**src/tpds_pkg.sv**
```systemverilog
`default_nettype none
// ----------------------------------------------------------------------------
// Touch packet decode and scale: shared package
// Widths, register reset values, register indexes and the structures that
// join the controller, the datapath and the register bank.
// ----------------------------------------------------------------------------
package tpds_pkg;

   // Field and datapath widths.
   localparam int ByteW   = 8;
   localparam int RawW    = 10;                    // raw X or Y reading
   localparam int ResW    = 13;                    // screen resolution
   localparam int DiffW   = RawW + 1;              // signed raw - low, high - low
   localparam int ProdW   = DiffW + ResW + 1;      // signed (raw - low) * res
   localparam int MagW    = 23;                    // |product| is below 2**23
   localparam int RemW    = RawW + 1;              // partial remainder
   localparam int ValW    = 26;                    // quotient after inversion
   localparam int CoordW  = 16;                    // saturated coordinate
   localparam int CntW    = $clog2(MagW);          // divide step counter
   localparam int AddrW   = 5;                     // byte address of 8 words
   localparam int DataW   = 32;

   // Register reset values.
   localparam logic [RawW-1:0] XLowRst       = RawW'(73);
   localparam logic [RawW-1:0] XHighRst      = RawW'(956);
   localparam logic [RawW-1:0] YLowRst       = RawW'(883);
   localparam logic [RawW-1:0] YHighRst      = RawW'(167);
   localparam logic [ResW-1:0] ScreenWidthRst  = ResW'(640);
   localparam logic [ResW-1:0] ScreenHeightRst = ResW'(480);

   // Register indexes (byte address divided by four).
   typedef enum logic [2:0] {
      REG_X_LOW         = 3'd0,
      REG_X_HIGH        = 3'd1,
      REG_Y_LOW         = 3'd2,
      REG_Y_HIGH        = 3'd3,
      REG_INVERT_X      = 3'd4,
      REG_INVERT_Y      = 3'd5,
      REG_SCREEN_WIDTH  = 3'd6,
      REG_SCREEN_HEIGHT = 3'd7
   } reg_index_type;

   // Calibration settings as seen by the datapath.
   typedef struct packed {
      logic [RawW-1:0] x_low;
      logic [RawW-1:0] x_high;
      logic [RawW-1:0] y_low;
      logic [RawW-1:0] y_high;
      logic            invert_x;
      logic            invert_y;
      logic [ResW-1:0] screen_width;
      logic [ResW-1:0] screen_height;
   } cfg_type;

   // Commands from the controller to the datapath.
   typedef struct packed {
      logic load_header;   // start byte: keep its low seven bits
      logic load_xbits;    // first data byte
      logic load_ybits;    // second data byte
      logic axis_sel;      // 0 works on X, 1 on Y
      logic mul;           // register offset times resolution and the span
      logic load_div;      // take magnitudes into the divider
      logic div_step;      // one restoring divide step
      logic finish;        // sign, zero span, inversion and saturation
      logic load_out;      // copy both coordinates to the result register
   } dp_cmd_type;

   // Status from the datapath to the controller.
   typedef struct packed {
      logic div_last;      // the current divide step is the last one
   } dp_sts_type;

endpackage
`default_nettype wire

```
**src/tpds_csr.sv**
```systemverilog
`default_nettype none
// ----------------------------------------------------------------------------
// Touch packet decode and scale: calibration register bank
// Eight word registers on an APB-style port, always ready, read back
// zero-extended from the bits that each register keeps.
// ----------------------------------------------------------------------------
module tpds_csr (
   input  wire logic                         clock,
   input  wire logic                         reset,
   input  wire logic                         psel,
   input  wire logic                         penable,
   input  wire logic                         pwrite,
   input  wire logic [tpds_pkg::AddrW-1:0]   paddr,
   input  wire logic [tpds_pkg::DataW-1:0]   pwdata,
   output logic      [tpds_pkg::DataW-1:0]   prdata,
   output logic                              pready,
   output tpds_pkg::cfg_type                 cfg_o
);

   tpds_pkg::cfg_type       cfg_ff;
   tpds_pkg::reg_index_type index;
   logic                    write_en;

   assign pready   = 1'b1;
   assign write_en = psel && penable && pwrite;
   assign index    = tpds_pkg::reg_index_type'(paddr[tpds_pkg::AddrW-1:2]);
   assign cfg_o    = cfg_ff;

   // Register writes; each register keeps only its own width.
   always_ff @(posedge clock) begin
      if (reset) begin
         cfg_ff.x_low         <= tpds_pkg::XLowRst;
         cfg_ff.x_high        <= tpds_pkg::XHighRst;
         cfg_ff.y_low         <= tpds_pkg::YLowRst;
         cfg_ff.y_high        <= tpds_pkg::YHighRst;
         cfg_ff.invert_x      <= 1'b0;
         cfg_ff.invert_y      <= 1'b0;
         cfg_ff.screen_width  <= tpds_pkg::ScreenWidthRst;
         cfg_ff.screen_height <= tpds_pkg::ScreenHeightRst;
      end else if (write_en) begin
         case (index)
            tpds_pkg::REG_X_LOW:         cfg_ff.x_low  <= pwdata[tpds_pkg::RawW-1:0];
            tpds_pkg::REG_X_HIGH:        cfg_ff.x_high <= pwdata[tpds_pkg::RawW-1:0];
            tpds_pkg::REG_Y_LOW:         cfg_ff.y_low  <= pwdata[tpds_pkg::RawW-1:0];
            tpds_pkg::REG_Y_HIGH:        cfg_ff.y_high <= pwdata[tpds_pkg::RawW-1:0];
            tpds_pkg::REG_INVERT_X:      cfg_ff.invert_x <= pwdata[0];
            tpds_pkg::REG_INVERT_Y:      cfg_ff.invert_y <= pwdata[0];
            tpds_pkg::REG_SCREEN_WIDTH:  cfg_ff.screen_width  <= pwdata[tpds_pkg::ResW-1:0];
            tpds_pkg::REG_SCREEN_HEIGHT: cfg_ff.screen_height <= pwdata[tpds_pkg::ResW-1:0];
            default: begin
            end
         endcase
      end
   end

   // Read-back multiplexer.
   always_comb begin
      case (index)
         tpds_pkg::REG_X_LOW:         prdata = tpds_pkg::DataW'(cfg_ff.x_low);
         tpds_pkg::REG_X_HIGH:        prdata = tpds_pkg::DataW'(cfg_ff.x_high);
         tpds_pkg::REG_Y_LOW:         prdata = tpds_pkg::DataW'(cfg_ff.y_low);
         tpds_pkg::REG_Y_HIGH:        prdata = tpds_pkg::DataW'(cfg_ff.y_high);
         tpds_pkg::REG_INVERT_X:      prdata = tpds_pkg::DataW'(cfg_ff.invert_x);
         tpds_pkg::REG_INVERT_Y:      prdata = tpds_pkg::DataW'(cfg_ff.invert_y);
         tpds_pkg::REG_SCREEN_WIDTH:  prdata = tpds_pkg::DataW'(cfg_ff.screen_width);
         tpds_pkg::REG_SCREEN_HEIGHT: prdata = tpds_pkg::DataW'(cfg_ff.screen_height);
         default:                     prdata = '0;
      endcase
   end

endmodule
`default_nettype wire

```
**src/tpds_dp.sv**
```systemverilog
`default_nettype none
// ----------------------------------------------------------------------------
// Touch packet decode and scale: datapath
// Packet byte registers, one multiplier, a shared restoring divider used
// for X and then Y, the sign, inversion and saturation stage, and the result
// register.
// ----------------------------------------------------------------------------
module tpds_dp (
   input  wire logic                           clock,
   input  wire logic                           reset,
   input  wire logic [tpds_pkg::ByteW-1:0]     req_rx_byte,
   input  tpds_pkg::cfg_type                   cfg_i,
   input  tpds_pkg::dp_cmd_type                cmd_i,
   output tpds_pkg::dp_sts_type                sts_o,
   output logic signed [tpds_pkg::CoordW-1:0]  rsp_x_pos,
   output logic signed [tpds_pkg::CoordW-1:0]  rsp_y_pos,
   output logic                                rsp_pen_down
);

   localparam int RawW   = tpds_pkg::RawW;
   localparam int ResW   = tpds_pkg::ResW;
   localparam int DiffW  = tpds_pkg::DiffW;
   localparam int ProdW  = tpds_pkg::ProdW;
   localparam int MagW   = tpds_pkg::MagW;
   localparam int RemW   = tpds_pkg::RemW;
   localparam int ValW   = tpds_pkg::ValW;
   localparam int CoordW = tpds_pkg::CoordW;
   localparam int CntW   = tpds_pkg::CntW;

   // Packet bytes.
   logic [6:0] header_ff;
   logic [6:0] xbits_ff;
   logic [6:0] ybits_ff;

   // Multiply and divide registers.
   logic signed [ProdW-1:0] prod_ff;
   logic signed [DiffW-1:0] span_ff;
   logic [MagW-1:0]         quo_ff;
   logic [RemW-1:0]         rem_ff;
   logic [RawW-1:0]         div_ff;
   logic                    neg_ff;
   logic [CntW-1:0]         cnt_ff;

   // Per-axis results waiting for the result register.
   logic signed [CoordW-1:0] x_res_ff;
   logic signed [CoordW-1:0] y_res_ff;

   // Axis operand selection.
   logic [RawW-1:0]         raw;
   logic [RawW-1:0]         lo;
   logic [RawW-1:0]         hi;
   logic [ResW-1:0]         res;
   logic                    inv;
   logic signed [DiffW-1:0] diff;
   logic signed [DiffW-1:0] span;
   logic signed [ResW:0]    res_s;
   logic signed [ProdW-1:0] prod;

   always_comb begin
      if (cmd_i.axis_sel) begin
         raw = {header_ff[2:0], ybits_ff};
         lo  = cfg_i.y_low;
         hi  = cfg_i.y_high;
         res = cfg_i.screen_height;
         inv = cfg_i.invert_y;
      end else begin
         raw = {header_ff[5:3], xbits_ff};
         lo  = cfg_i.x_low;
         hi  = cfg_i.x_high;
         res = cfg_i.screen_width;
         inv = cfg_i.invert_x;
      end
      diff  = $signed({1'b0, raw}) - $signed({1'b0, lo});
      span  = $signed({1'b0, hi}) - $signed({1'b0, lo});
      res_s = $signed({1'b0, res});
      prod  = diff * res_s;
   end

   // Magnitudes for the unsigned divider.
   logic [ProdW-1:0] prod_abs;
   logic [DiffW-1:0] span_abs;

   assign prod_abs = prod_ff[ProdW-1] ? ProdW'(-prod_ff) : ProdW'(prod_ff);
   assign span_abs = span_ff[DiffW-1] ? DiffW'(-span_ff) : DiffW'(span_ff);

   // One restoring step: shift in the next dividend bit, subtract if it fits.
   logic [RemW-1:0] rem_shift;
   logic            fits;

   assign rem_shift = {rem_ff[RemW-2:0], quo_ff[MagW-1]};
   assign fits      = rem_shift >= {1'b0, div_ff};

   assign sts_o.div_last = cnt_ff == CntW'(MagW - 1);

   // Signed quotient, zero span, inversion and saturation.
   logic signed [ValW-1:0]   quo_ext;
   logic signed [ValW-1:0]   quo_s;
   logic signed [ValW-1:0]   val;
   logic                     ovf_pos;
   logic                     ovf_neg;
   logic signed [CoordW-1:0] coord;

   always_comb begin
      quo_ext = $signed({{(ValW - MagW){1'b0}}, quo_ff});
      if (span_ff == '0) begin
         quo_s = '0;
      end else if (neg_ff) begin
         quo_s = -quo_ext;
      end else begin
         quo_s = quo_ext;
      end
      if (inv) begin
         val = $signed({{(ValW - ResW){1'b0}}, res}) - quo_s;
      end else begin
         val = quo_s;
      end
      ovf_pos = !val[ValW-1] && (val[ValW-2:CoordW-1] != '0);
      ovf_neg = val[ValW-1] && !(&val[ValW-2:CoordW-1]);
      if (ovf_pos) begin
         coord = {1'b0, {(CoordW - 1){1'b1}}};
      end else if (ovf_neg) begin
         coord = {1'b1, {(CoordW - 1){1'b0}}};
      end else begin
         coord = val[CoordW-1:0];
      end
   end

   // Packet byte capture.
   always_ff @(posedge clock) begin
      if (cmd_i.load_header) begin
         header_ff <= req_rx_byte[6:0];
      end
      if (cmd_i.load_xbits) begin
         xbits_ff <= req_rx_byte[6:0];
      end
      if (cmd_i.load_ybits) begin
         ybits_ff <= req_rx_byte[6:0];
      end
   end

   // Multiply, divide and result registers.
   always_ff @(posedge clock) begin
      if (cmd_i.mul) begin
         prod_ff <= prod;
         span_ff <= span;
      end
      if (cmd_i.load_div) begin
         quo_ff <= prod_abs[MagW-1:0];
         div_ff <= span_abs[RawW-1:0];
         rem_ff <= '0;
         neg_ff <= prod_ff[ProdW-1] ^ span_ff[DiffW-1];
      end else if (cmd_i.div_step) begin
         rem_ff <= fits ? RemW'(rem_shift - {1'b0, div_ff}) : rem_shift;
         quo_ff <= {quo_ff[MagW-2:0], fits};
      end
      if (cmd_i.finish) begin
         if (cmd_i.axis_sel) begin
            y_res_ff <= coord;
         end else begin
            x_res_ff <= coord;
         end
      end
      if (cmd_i.load_out) begin
         rsp_x_pos    <= x_res_ff;
         rsp_y_pos    <= y_res_ff;
         rsp_pen_down <= header_ff[6];
      end
   end

   // Divide step counter.
   always_ff @(posedge clock) begin
      if (reset) begin
         cnt_ff <= '0;
      end else if (cmd_i.load_div) begin
         cnt_ff <= '0;
      end else if (cmd_i.div_step) begin
         cnt_ff <= cnt_ff + CntW'(1);
      end
   end

   // The partial remainder always stays below a non-zero divisor.
   assert property (@(posedge clock) disable iff (reset)
      cmd_i.div_step && div_ff != '0 |-> rem_ff < {1'b0, div_ff})
      else $error("divider remainder not below divisor");

   // The step counter never runs past the quotient width.
   assert property (@(posedge clock) disable iff (reset)
      cmd_i.div_step |-> cnt_ff <= CntW'(MagW - 1))
      else $error("divide step counter overran");

endmodule
`default_nettype wire

```
**src/tpds_ctrl.sv**
```systemverilog
`default_nettype none
// ----------------------------------------------------------------------------
// Touch packet decode and scale: controller
// Frames start and data bytes into packets and sequences the multiply,
// divide and finish steps for X and then Y, then the result hand-over.
// ----------------------------------------------------------------------------
module tpds_ctrl (
   input  wire logic            clock,
   input  wire logic            reset,
   input  wire logic            req_valid,
   input  wire logic            is_start,
   output logic                 req_stall,
   output logic                 rsp_valid,
   input  wire logic            rsp_stall,
   input  tpds_pkg::dp_sts_type sts_i,
   output tpds_pkg::dp_cmd_type cmd_o
);

   typedef enum logic [2:0] {
      ST_IDLE,
      ST_MUL,
      ST_LOAD,
      ST_DIV,
      ST_FIN,
      ST_OUT
   } state_type;

   typedef enum logic [1:0] {
      PH_START,
      PH_FIRST,
      PH_SECOND
   } phase_type;

   state_type state_ff;
   phase_type phase_ff;
   logic      axis_ff;
   logic      rsp_valid_ff;
   logic      accept;

   assign req_stall = state_ff != ST_IDLE;
   assign accept    = req_valid && !req_stall;
   assign rsp_valid = rsp_valid_ff;

   // Datapath commands decoded from the state.
   always_comb begin
      cmd_o          = '0;
      cmd_o.axis_sel = axis_ff;
      case (state_ff)
         ST_IDLE: begin
            if (accept) begin
               cmd_o.load_header = is_start;
               cmd_o.load_xbits  = !is_start && phase_ff == PH_FIRST;
               cmd_o.load_ybits  = !is_start && phase_ff == PH_SECOND;
            end
         end
         ST_MUL:  cmd_o.mul      = 1'b1;
         ST_LOAD: cmd_o.load_div = 1'b1;
         ST_DIV:  cmd_o.div_step = 1'b1;
         ST_FIN:  cmd_o.finish   = 1'b1;
         ST_OUT:  cmd_o.load_out = !rsp_valid_ff || !rsp_stall;
         default: begin
         end
      endcase
   end

   // State, framing phase, axis and result valid.
   always_ff @(posedge clock) begin
      if (reset) begin
         state_ff     <= ST_IDLE;
         phase_ff     <= PH_START;
         axis_ff      <= 1'b0;
         rsp_valid_ff <= 1'b0;
      end else begin
         if (cmd_o.load_out) begin
            rsp_valid_ff <= 1'b1;
         end else if (!rsp_stall) begin
            rsp_valid_ff <= 1'b0;
         end
         case (state_ff)
            ST_IDLE: begin
               if (accept) begin
                  if (is_start) begin
                     // A start byte always opens a new packet.
                     phase_ff <= PH_FIRST;
                  end else if (phase_ff == PH_FIRST) begin
                     phase_ff <= PH_SECOND;
                  end else if (phase_ff == PH_SECOND) begin
                     phase_ff <= PH_START;
                     axis_ff  <= 1'b0;
                     state_ff <= ST_MUL;
                  end else begin
                     phase_ff <= PH_START;
                  end
               end
            end
            ST_MUL:  state_ff <= ST_LOAD;
            ST_LOAD: state_ff <= ST_DIV;
            ST_DIV: begin
               if (sts_i.div_last) begin
                  state_ff <= ST_FIN;
               end
            end
            ST_FIN: begin
               if (!axis_ff) begin
                  axis_ff  <= 1'b1;
                  state_ff <= ST_MUL;
               end else begin
                  state_ff <= ST_OUT;
               end
            end
            ST_OUT: begin
               if (cmd_o.load_out) begin
                  state_ff <= ST_IDLE;
               end
            end
            default: state_ff <= ST_IDLE;
         endcase
      end
   end

   // The closing data byte of a packet starts the X computation.
   assert property (@(posedge clock) disable iff (reset)
      accept && !is_start && phase_ff == PH_SECOND |=> state_ff == ST_MUL && !axis_ff)
      else $error("packet completion did not start the X computation");

   // A finished result does not overwrite one still waiting to be taken.
   assert property (@(posedge clock) disable iff (reset)
      state_ff == ST_OUT && rsp_valid_ff && rsp_stall |=> state_ff == ST_OUT)
      else $error("result register overwritten while stalled");

endmodule
`default_nettype wire

```
**src/touch_packet_decode_scale.sv**
```systemverilog
`default_nettype none
// ----------------------------------------------------------------------------
// Touch packet decode and scale
// Frames three-byte touchscreen packets, scales raw X and Y with the
// calibration registers and delivers saturated screen coordinates.
// ----------------------------------------------------------------------------
//  Channel  Direction  Handshake                 Payload
//  req      in         req_valid / req_stall     req_rx_byte
//  rsp      out        rsp_valid / rsp_stall     rsp_x_pos, rsp_y_pos, rsp_pen_down
//  csr      in         psel / penable / pready   paddr, pwdata, prdata
//
//  A start byte or first data byte is taken without a stall. The closing data
//  byte holds the input stalled while, per axis, the multiply, the divider
//  load, 23 restoring divide steps and the finish step run on the single
//  shared divider, and then until the result register is loaded.
//  Reset is synchronous and restores the calibration defaults.
//  A result stalled at the output holds the next packet in the result stage.
// ----------------------------------------------------------------------------
module touch_packet_decode_scale (
   input  wire logic                               clock,
   input  wire logic                               reset,
   input  wire logic                               req_valid,
   output logic                                    req_stall,
   input  wire logic [tpds_pkg::ByteW-1:0]         req_rx_byte,
   output logic                                    rsp_valid,
   input  wire logic                               rsp_stall,
   output logic signed [tpds_pkg::CoordW-1:0]      rsp_x_pos,
   output logic signed [tpds_pkg::CoordW-1:0]      rsp_y_pos,
   output logic                                    rsp_pen_down,
   input  wire logic                               psel,
   input  wire logic                               penable,
   input  wire logic                               pwrite,
   input  wire logic [tpds_pkg::AddrW-1:0]         paddr,
   input  wire logic [tpds_pkg::DataW-1:0]         pwdata,
   output logic      [tpds_pkg::DataW-1:0]         prdata,
   output logic                                    pready
);

   tpds_pkg::cfg_type    cfg;
   tpds_pkg::dp_cmd_type cmd;
   tpds_pkg::dp_sts_type sts;

   // Calibration registers.
   tpds_csr u_csr (
      .clock   (clock),
      .reset   (reset),
      .psel    (psel),
      .penable (penable),
      .pwrite  (pwrite),
      .paddr   (paddr),
      .pwdata  (pwdata),
      .prdata  (prdata),
      .pready  (pready),
      .cfg_o   (cfg)
   );

   // Framing and sequencing.
   tpds_ctrl u_ctrl (
      .clock     (clock),
      .reset     (reset),
      .req_valid (req_valid),
      .is_start  (req_rx_byte[tpds_pkg::ByteW-1]),
      .req_stall (req_stall),
      .rsp_valid (rsp_valid),
      .rsp_stall (rsp_stall),
      .sts_i     (sts),
      .cmd_o     (cmd)
   );

   // Arithmetic and result register.
   tpds_dp u_dp (
      .clock        (clock),
      .reset        (reset),
      .req_rx_byte  (req_rx_byte),
      .cfg_i        (cfg),
      .cmd_i        (cmd),
      .sts_o        (sts),
      .rsp_x_pos    (rsp_x_pos),
      .rsp_y_pos    (rsp_y_pos),
      .rsp_pen_down (rsp_pen_down)
   );

endmodule
`default_nettype wire

```
**config.mk**
```make
export PLATFORM = sky130hd
export DESIGN_NAME = touch_packet_decode_scale
export DESIGN_NICKNAME = d
export VERILOG_FILES = /design/src/tpds_pkg.sv /design/src/tpds_csr.sv /design/src/tpds_dp.sv /design/src/tpds_ctrl.sv /design/src/touch_packet_decode_scale.sv
export SDC_FILE = /design/constraint.sdc
export NUM_CORES = 1
export LEC_CHECK = 0
export ABC_AREA = 1
export ABC_CLOCK_PERIOD_IN_PS = 15200
export BUFFER_PORTS_ARGS = -buffer_cell sky130_fd_sc_hd__buf_4
export CORE_MARGIN = 8
export CORE_UTILIZATION = 29
export CTS_CLUSTER_DIAMETER = 80
export CTS_CLUSTER_SIZE = 30
export DETAILED_ROUTE_END_ITERATION = 16
export PLACE_DENSITY = 0.43
export SYNTH_ARGS = -nofsm -noshare
export SYNTH_HDL_FRONTEND = slang
export SYNTH_SLANG_ARGS = --single-unit
```
**constraint.sdc**
```tcl
create_clock -name clock -period 15.2 [get_ports clock]
set_clock_uncertainty 0.15 [all_clocks]
set_input_delay 2.28 -clock clock [delete_from_list [all_inputs] [get_ports clock]]
set_output_delay 2.28 -clock clock [all_outputs]
set_load 0.02 [all_outputs]
```
==> metrics.txt, run 1 <==
initial antenna violation count=0; crit path capture type=flop; Crit Path Max Fanout=62; worst hold path class=flop to flop; Inserted Diodes=0; cts hold-fix bufs=0; PnR Total Power=0.00209 W; clk slew on worst S/H paths=90 ps; worst reg-to-reg path cell count=36; Initial Utilization=29.2%; Final GP Congestion=0.831; Netlist Area Pre-Place=17,900 sq um; CP Launch Type=flop; TNS Setup=0 ps; PostCTS Resize Cnt=0; ANT nets after route=0; met3 WL=1990 um; Post-CTS Setup Bufs=0; CP required=15,360 ps; port bufs=78; Worst EP arrival=8640 ps; fin worst setup slack=6720 ps; post-DP HPWL=38,100 um; largest net degree at the start of global routing=65; Top cell by count, worst path=nand2_1; max_cap viols=0; H-tree depth=1; CTS Buf Count=21; min Tclk post-route=8480 ps; Unique masters post-synth=54; Layout Cells excl Fill=3,042; Die X=264 um; TritonRoute pass-1 iters=5; drt via density=4.63; total grt overflow=0; fin crit share=55.8%; final-report setup violation count=0; CP max stage cell=buf_4; layout cell share with drive strength beyond 1=8.04%; Hold Violations, Final=0; GRT Total Usage=13.7%; flop and latch count out of synthesis=245; Syn Inst Count=2,171; DRT iter0 DRCs=729; Core Region=61,400 sq um; clk_lat worst skew=560 ps; DR vias=14,092; status=complete, no violations; Min-Delay Path Depth=0; dpl cells=3,004; Max Transition Viols Final=0; Syn. warnings=0; syn_area_per_cell=8.25 sq um; # IOs=120; Setup WS pre-CTS=6740 ps; Layout area overhead=12.5%; CTS tree=done; row cnt=91; relative slew slack=21.9%; Largest stage delay, worst path=540 ps; maximum vdd drop=0.0548 mV; final net count=2,513; CTS Sinks=245; Root Driver=clkbuf_16; register area share after synthesis=36.1%; DRC=0; unrepaired setup endpoints after global routing=false; Die ar.=70,000 sq um; die height=264 um; Util after Layout=32.8%; vias in the first global route=14,403; fmax=0.118 GHz; measured slew at the worst slew-check pin=1160 ps; Avg WL per Cell=15.8 um; CTS Buffer Depth=3; wire length on met1=22,100 um; Routed WL=48,000 um; DR top layer=met4; critical setup path kind=flop to flop; first-pass GRT wire length=77,700 um; met2 wire len=22,700 um; P_leak=9.16 nW; Cell Pwr Density=104 nW/um^2
cells in the final DEF (no fill, tap or decap), drive strengths merged, types with 4 or more instances in the layout:
| master | instances |
|---|---|
| o2111ai | 8 |
| conb | 20 |
| dfxtp | 90 |
| o21bai | 10 |
| clkinv | 8 |
| a21oi | 98 |
| xnor2 | 25 |
| or2 | 16 |
| nor2 | 226 |
| nand4 | 7 |
| fa | 103 |
| ha | 121 |
| xor2 | 53 |
| a31oi | 8 |
| clkbuf | 22 |
| nand3 | 105 |
| nor3 | 26 |
| a221oi | 9 |
| o21ai | 166 |
| mux2i | 4 |
| nand3b | 8 |
| o211ai | 13 |
| inv | 346 |
| buf | 99 |
| edfxtp | 155 |
| a21boi | 4 |
| nand2 | 476 |
metrics by stage:
stage / hold WS [ps] / cell area, sq um
6_report: 275 / 20100
3_3_place_gp: 253 / 19400
2_1_floorplan: 250 / 18000
5_1_grt: 278 / 20100
3_5_place_dp: 255 / 19400
4_1_cts: 275 / 20100
path summary, 6_finish.rpt:
check / from / to / slack (ps)
worst min register to register: u_dp.x_res_ff[10]$_DFFE_PP_ / u_dp.rsp_x_pos[10]$_DFFE_PP_ / 270
worst min-delay path: u_dp.x_res_ff[10]$_DFFE_PP_ / u_dp.rsp_x_pos[10]$_DFFE_PP_ / 270
worst max register to register: u_ctrl.axis_ff$_SDFFE_PP0P_ / u_dp.prod_ff[19]$_DFFE_PP_ / 6720
worst max-delay path: u_ctrl.axis_ff$_SDFFE_PP0P_ / u_dp.prod_ff[19]$_DFFE_PP_ / 6720
synthesized netlist by cell type (all sizes together):
cell,number,share of area (%)
or2,16,0.56
ha,121,8.5
a221oi,9,0.44
nor2,226,4.8
nor3,26,0.81
edfxtp,155,26
a21oi,98,2.7
nor3b,1,0.042
o31ai,2,0.084
a31oi,8,0.28
buf,27,1.1
fa,103,12
a211oi,2,0.084
o2111ai,8,0.39
nand3,105,3.1
and3,1,0.035
nand2,476,10
nor4,2,0.070
o2111a,2,0.13
o21bai,10,0.42
conb,2,0.042
a21boi,4,0.17
a32oi,1,0.049
clkinv,5,0.10
dfxtp,90,10
or4,1,0.042
clkbuf,47,0.99
o211ai,13,0.54
xnor2,25,1.2
xor2,53,2.6
a311oi,1,0.049
a21o,3,0.13
o22ai,2,0.070
o21ai,166,4.6
inv,335,7.0
o221ai,2,0.098
nor4b,1,0.049
a22oi,2,0.084
o311ai,1,0.049
nand4,7,0.24
nand3b,8,0.34
mux2i,4,0.22
flip-flops by register name, indices dropped and copies added, names as in the netlist, 11 cells and up:
signal,cells
u_csr.cfg_o,68
u_dp.prod_ff,24
u_dp.quo_ff,23
u_dp.rsp_x_pos,16
u_dp.rsp_y_pos,16
u_dp.span_ff,11
u_dp.x_res_ff,16
u_dp.y_res_ff,16
layout make-up:
type | instances | area, sq um
fillers | 6478 | 41200
multi-input cells | 1530 | 9900
flip-flops and latches | 245 | 6460
inverters | 340 | 1280
well taps | 790 | 988
repair buffers | 99 | 743
clock buffers | 22 | 551
clock inverters | 16 | 233
power breakdown:
part           internal [W]  total [W]  switching (W)  leakage [nW]
clock network      0.000295   0.000608       0.000314         0.374
logic              0.000242   0.000670       0.000428          6.66
registers          0.000782   0.000816      0.0000337          2.12
worst max-delay path, delay by kind of cell (launching register included):
kind / cells / cell delay, ps
simple gates: 15 / 1400
flops: 1 / 340
buf+inv: 5 / 1020
mux: 1 / 500
fa+ha+maj: 7 / 3330
xor+xnor: 1 / 140
compound gates: 7 / 1260
per-layer routing:
metal | vias up | track usage [%]
li1 | 7124 | -
met1 | 6662 | 17.6
met2 | 241 | 23.6
met3 | 65 | 2.06
met4 | 0 | 3.97
met5 | - | 0
logic make-up (layout without fill, tap and decap cells):
logic type,after synthesis,count (layout),synth area share (%)
buffers and inverters,414,477,9.24
other,2,20,0.0419
adders and majority gates,224,224,20.0
xor gates and xnor gates,78,78,3.82
and+or+nand+nor,870,870,20.2
AOI/OAI and AO/OA,334,334,10.4
DFF,245,245,36.1
muxes,4,4,0.224
Power figures use the tool's default switching activity.
==> inputs of run 2 (changes only) <==
--- a/config.mk
+++ b/config.mk
@@ -6,14 +6,14 @@
 export NUM_CORES = 1
 export LEC_CHECK = 0
 export ABC_AREA = 1
-export ABC_CLOCK_PERIOD_IN_PS = 15200
+export ABC_CLOCK_PERIOD_IN_PS = 6800
 export BUFFER_PORTS_ARGS = -buffer_cell sky130_fd_sc_hd__buf_4
 export CORE_MARGIN = 8
 export CORE_UTILIZATION = 29
 export CTS_CLUSTER_DIAMETER = 80
 export CTS_CLUSTER_SIZE = 30
 export DETAILED_ROUTE_END_ITERATION = 16
-export PLACE_DENSITY = 0.43
+export PLACE_DENSITY = 0.45
 export SYNTH_ARGS = -nofsm -noshare
 export SYNTH_HDL_FRONTEND = slang
 export SYNTH_SLANG_ARGS = --single-unit
==> constraint.sdc (replaced) <==
create_clock -name clock -period 6.8 [get_ports clock]
set_clock_uncertainty 0.15 [all_clocks]
set_input_delay 1.02 -clock clock [delete_from_list [all_inputs] [get_ports clock]]
set_output_delay 1.02 -clock clock [all_outputs]
set_load 0.02 [all_outputs]
==> metrics.txt, run 2 (same netlist as run 1, synthesis figures left out) <==
Root Driver=clkbuf_16 (unchanged); Max Transition Viols Final=0 (unchanged); Psw=0.00182 W (was 0.000775 W); Crit path buffers/inverters=10 (was 5); switching share of power=35.6% (was 37.0%); sequential power share=35.6% (was 39.0%); CTS Sinks=245 (unchanged); Final GP Congestion=0.823 (was 0.831); cts hold-fix bufs=0 (unchanged); Inserted Diodes=0 (unchanged); Die ar.=70,000 sq um (unchanged); Die X=264 um (unchanged); Cell Pwr Density=235 nW/um^2 (was 104 nW/um^2); most frequent cells in the layout=nand2_1, inv_1, buf_4, nor2_1, edfxtp_1 (was nand2_1, inv_1, nor2_1, edfxtp_1, o21ai_0); die height=264 um (unchanged); first-pass GRT wire length=79,900 um (was 77,700 um); unrepaired setup endpoints after global routing=true (was false); final net count=2,661 (was 2,513); # IOs=120 (unchanged); footprint of the multi-input gates=10,400 sq um (was 9900 sq um); Largest stage delay, worst path=530 ps (was 540 ps); Core Region=61,400 sq um (unchanged); final-report setup violation count=4 (was 0); post-DP HPWL=39,200 um (was 38,100 um); crit path capture type=flop (unchanged); ANT nets after route=0 (unchanged); Util after Layout=35.5% (was 32.8%); H-tree depth=1 (unchanged); max FFs per register=68 (unchanged); port bufs=78 (unchanged); Layout Cells excl Fill=3,190 (was 3,042); fin area=21,800 sq um (was 20,100 sq um); fill cell count=6,354 (was 6,478); CTS tree=done (unchanged); fmax=0.147 GHz (was 0.118 GHz); placed inst area=20,300 sq um (was 19,400 sq um); DRC=0 (unchanged); Top cell by count, worst path=nand2_2 (was nand2_1); drt via density=4.60 (was 4.63); delay-heaviest family, CP=adder cells (unchanged); TNS Setup=-27.0 ps (was 0 ps); P_int=0.00330 W (was 0.00132 W); status=finished with violations (was complete, no violations); CTS Buf Count=21 (unchanged); total grt overflow=0 (unchanged); DRT iter0 DRCs=759 (was 729); vias in the first global route=14,916 (was 14,403); clk_lat worst skew=560 ps (about the same); maximum vdd drop=0.165 mV (was 0.0548 mV); Hold Violations, Final=0 (unchanged); TritonRoute pass-1 iters=5 (unchanged); Avg WL per Cell=15.6 um (was 15.8 um); max_cap viols=0 (unchanged); Initial Utilization=29.2% (unchanged); clock share of power=26.3% (was 29.0%); row cnt=91 (unchanged); Setup WS pre-CTS=-266 ps (was 6740 ps); CP required=6960 ps (was 15,360 ps); CP max stage cell=fa_1 (was buf_4); Worst EP arrival=6970 ps (was 8640 ps); critical setup path kind=flop to flop (unchanged); GRT Total Usage=14.0% (was 13.7%); failing checks=negative setup slack; Logic pwr share=38.1% (was 32.0%); largest net degree at the start of global routing=65 (unchanged); Routed WL=49,700 um (was 48,000 um); CP Launch Type=flop (unchanged); P_leak=9.90 nW (was 9.16 nW); commonest non-fill, non-tap cell in the layout=nand2_1 (unchanged); measured slew at the worst slew-check pin=1330 ps (was 1160 ps); fin crit share=100% (was 55.8%); Sequential Area=6460 sq um (about the same); fin worst setup slack=-11.8 ps (was 6720 ps); worst hold path class=flop to flop (unchanged); Layout area overhead=21.7% (was 12.5%); Crit Path Max Fanout=6 (was 62); layout cell share with drive strength beyond 1=17.7% (was 8.04%); min Tclk post-route=6810 ps (was 8480 ps); dpl cells=3,123 (was 3,004); clk slew on worst S/H paths=90 ps (about the same); initial antenna violation count=1 (was 0); CTS Buffer Depth=3 (unchanged); DR vias=14,661 (was 14,092); relative slew slack=10.6% (was 21.9%)
-- run 2: per-stage QoR --
step	hold slack, ps	power [W]
floorplan	250	0.00301
global placement	255	0.00360
detailed placement	255	0.00361
CTS	273	0.00509
global route	279	0.00551
finish	272	0.00512
-- run 2: final timing paths --
check,slack (ps),start,cells past startpoint,end
worst max-delay path,-10,u_ctrl.axis_ff$_SDFFE_PP0P_,40,u_dp.prod_ff[16]$_DFFE_PP_
worst min-delay path,270,u_dp.y_res_ff[9]$_DFFE_PP_,0,u_dp.rsp_y_pos[9]$_DFFE_PP_
worst max register to register,-10,u_ctrl.axis_ff$_SDFFE_PP0P_,40,u_dp.prod_ff[16]$_DFFE_PP_
worst min register to register,270,u_dp.y_res_ff[9]$_DFFE_PP_,0,u_dp.rsp_y_pos[9]$_DFFE_PP_
-- run 2: final cells by class --
cell class	instances	area share, %
clock buffer	22	2.43
clock inverter	16	1.01
inverter	340	5.93
multi-input combinational	1530	47.5
sequential	245	29.7
tap	790	4.54
timing repair buffer	247	8.94
-- run 2: what timing repair did --
action                     in CTS  in global routing
pin swaps                      36                 52
hold endpoints to repair        0                  0
setup buffers                  15                 16
setup endpoints to repair      10                 11
cloned                          2                  0
gates resized for setup        60                 55
-- run 2: metal layers --
layer / GRT usage, % / vias to the layer above / wire length, um
met3: 2.15 / 77 / 2010
met1: 18.1 / 6935 / 23000
met2: 23.9 / 222 / 23000
met5: 0 / - / 0
met4: 4.12 / 0 / 1630
li1: - / 7427 / -
-- run 2: power by group through the flow --
stage	clock network (W)	logic, W	registers (W)
after floorplan	0	0.00118	0.00183
after global placement	0	0.00174	0.00186
after detailed placement	0	0.00175	0.00186
after CTS	0.00139	0.00187	0.00183
after global routing	0.00144	0.00223	0.00184
final	0.00135	0.00195	0.00183
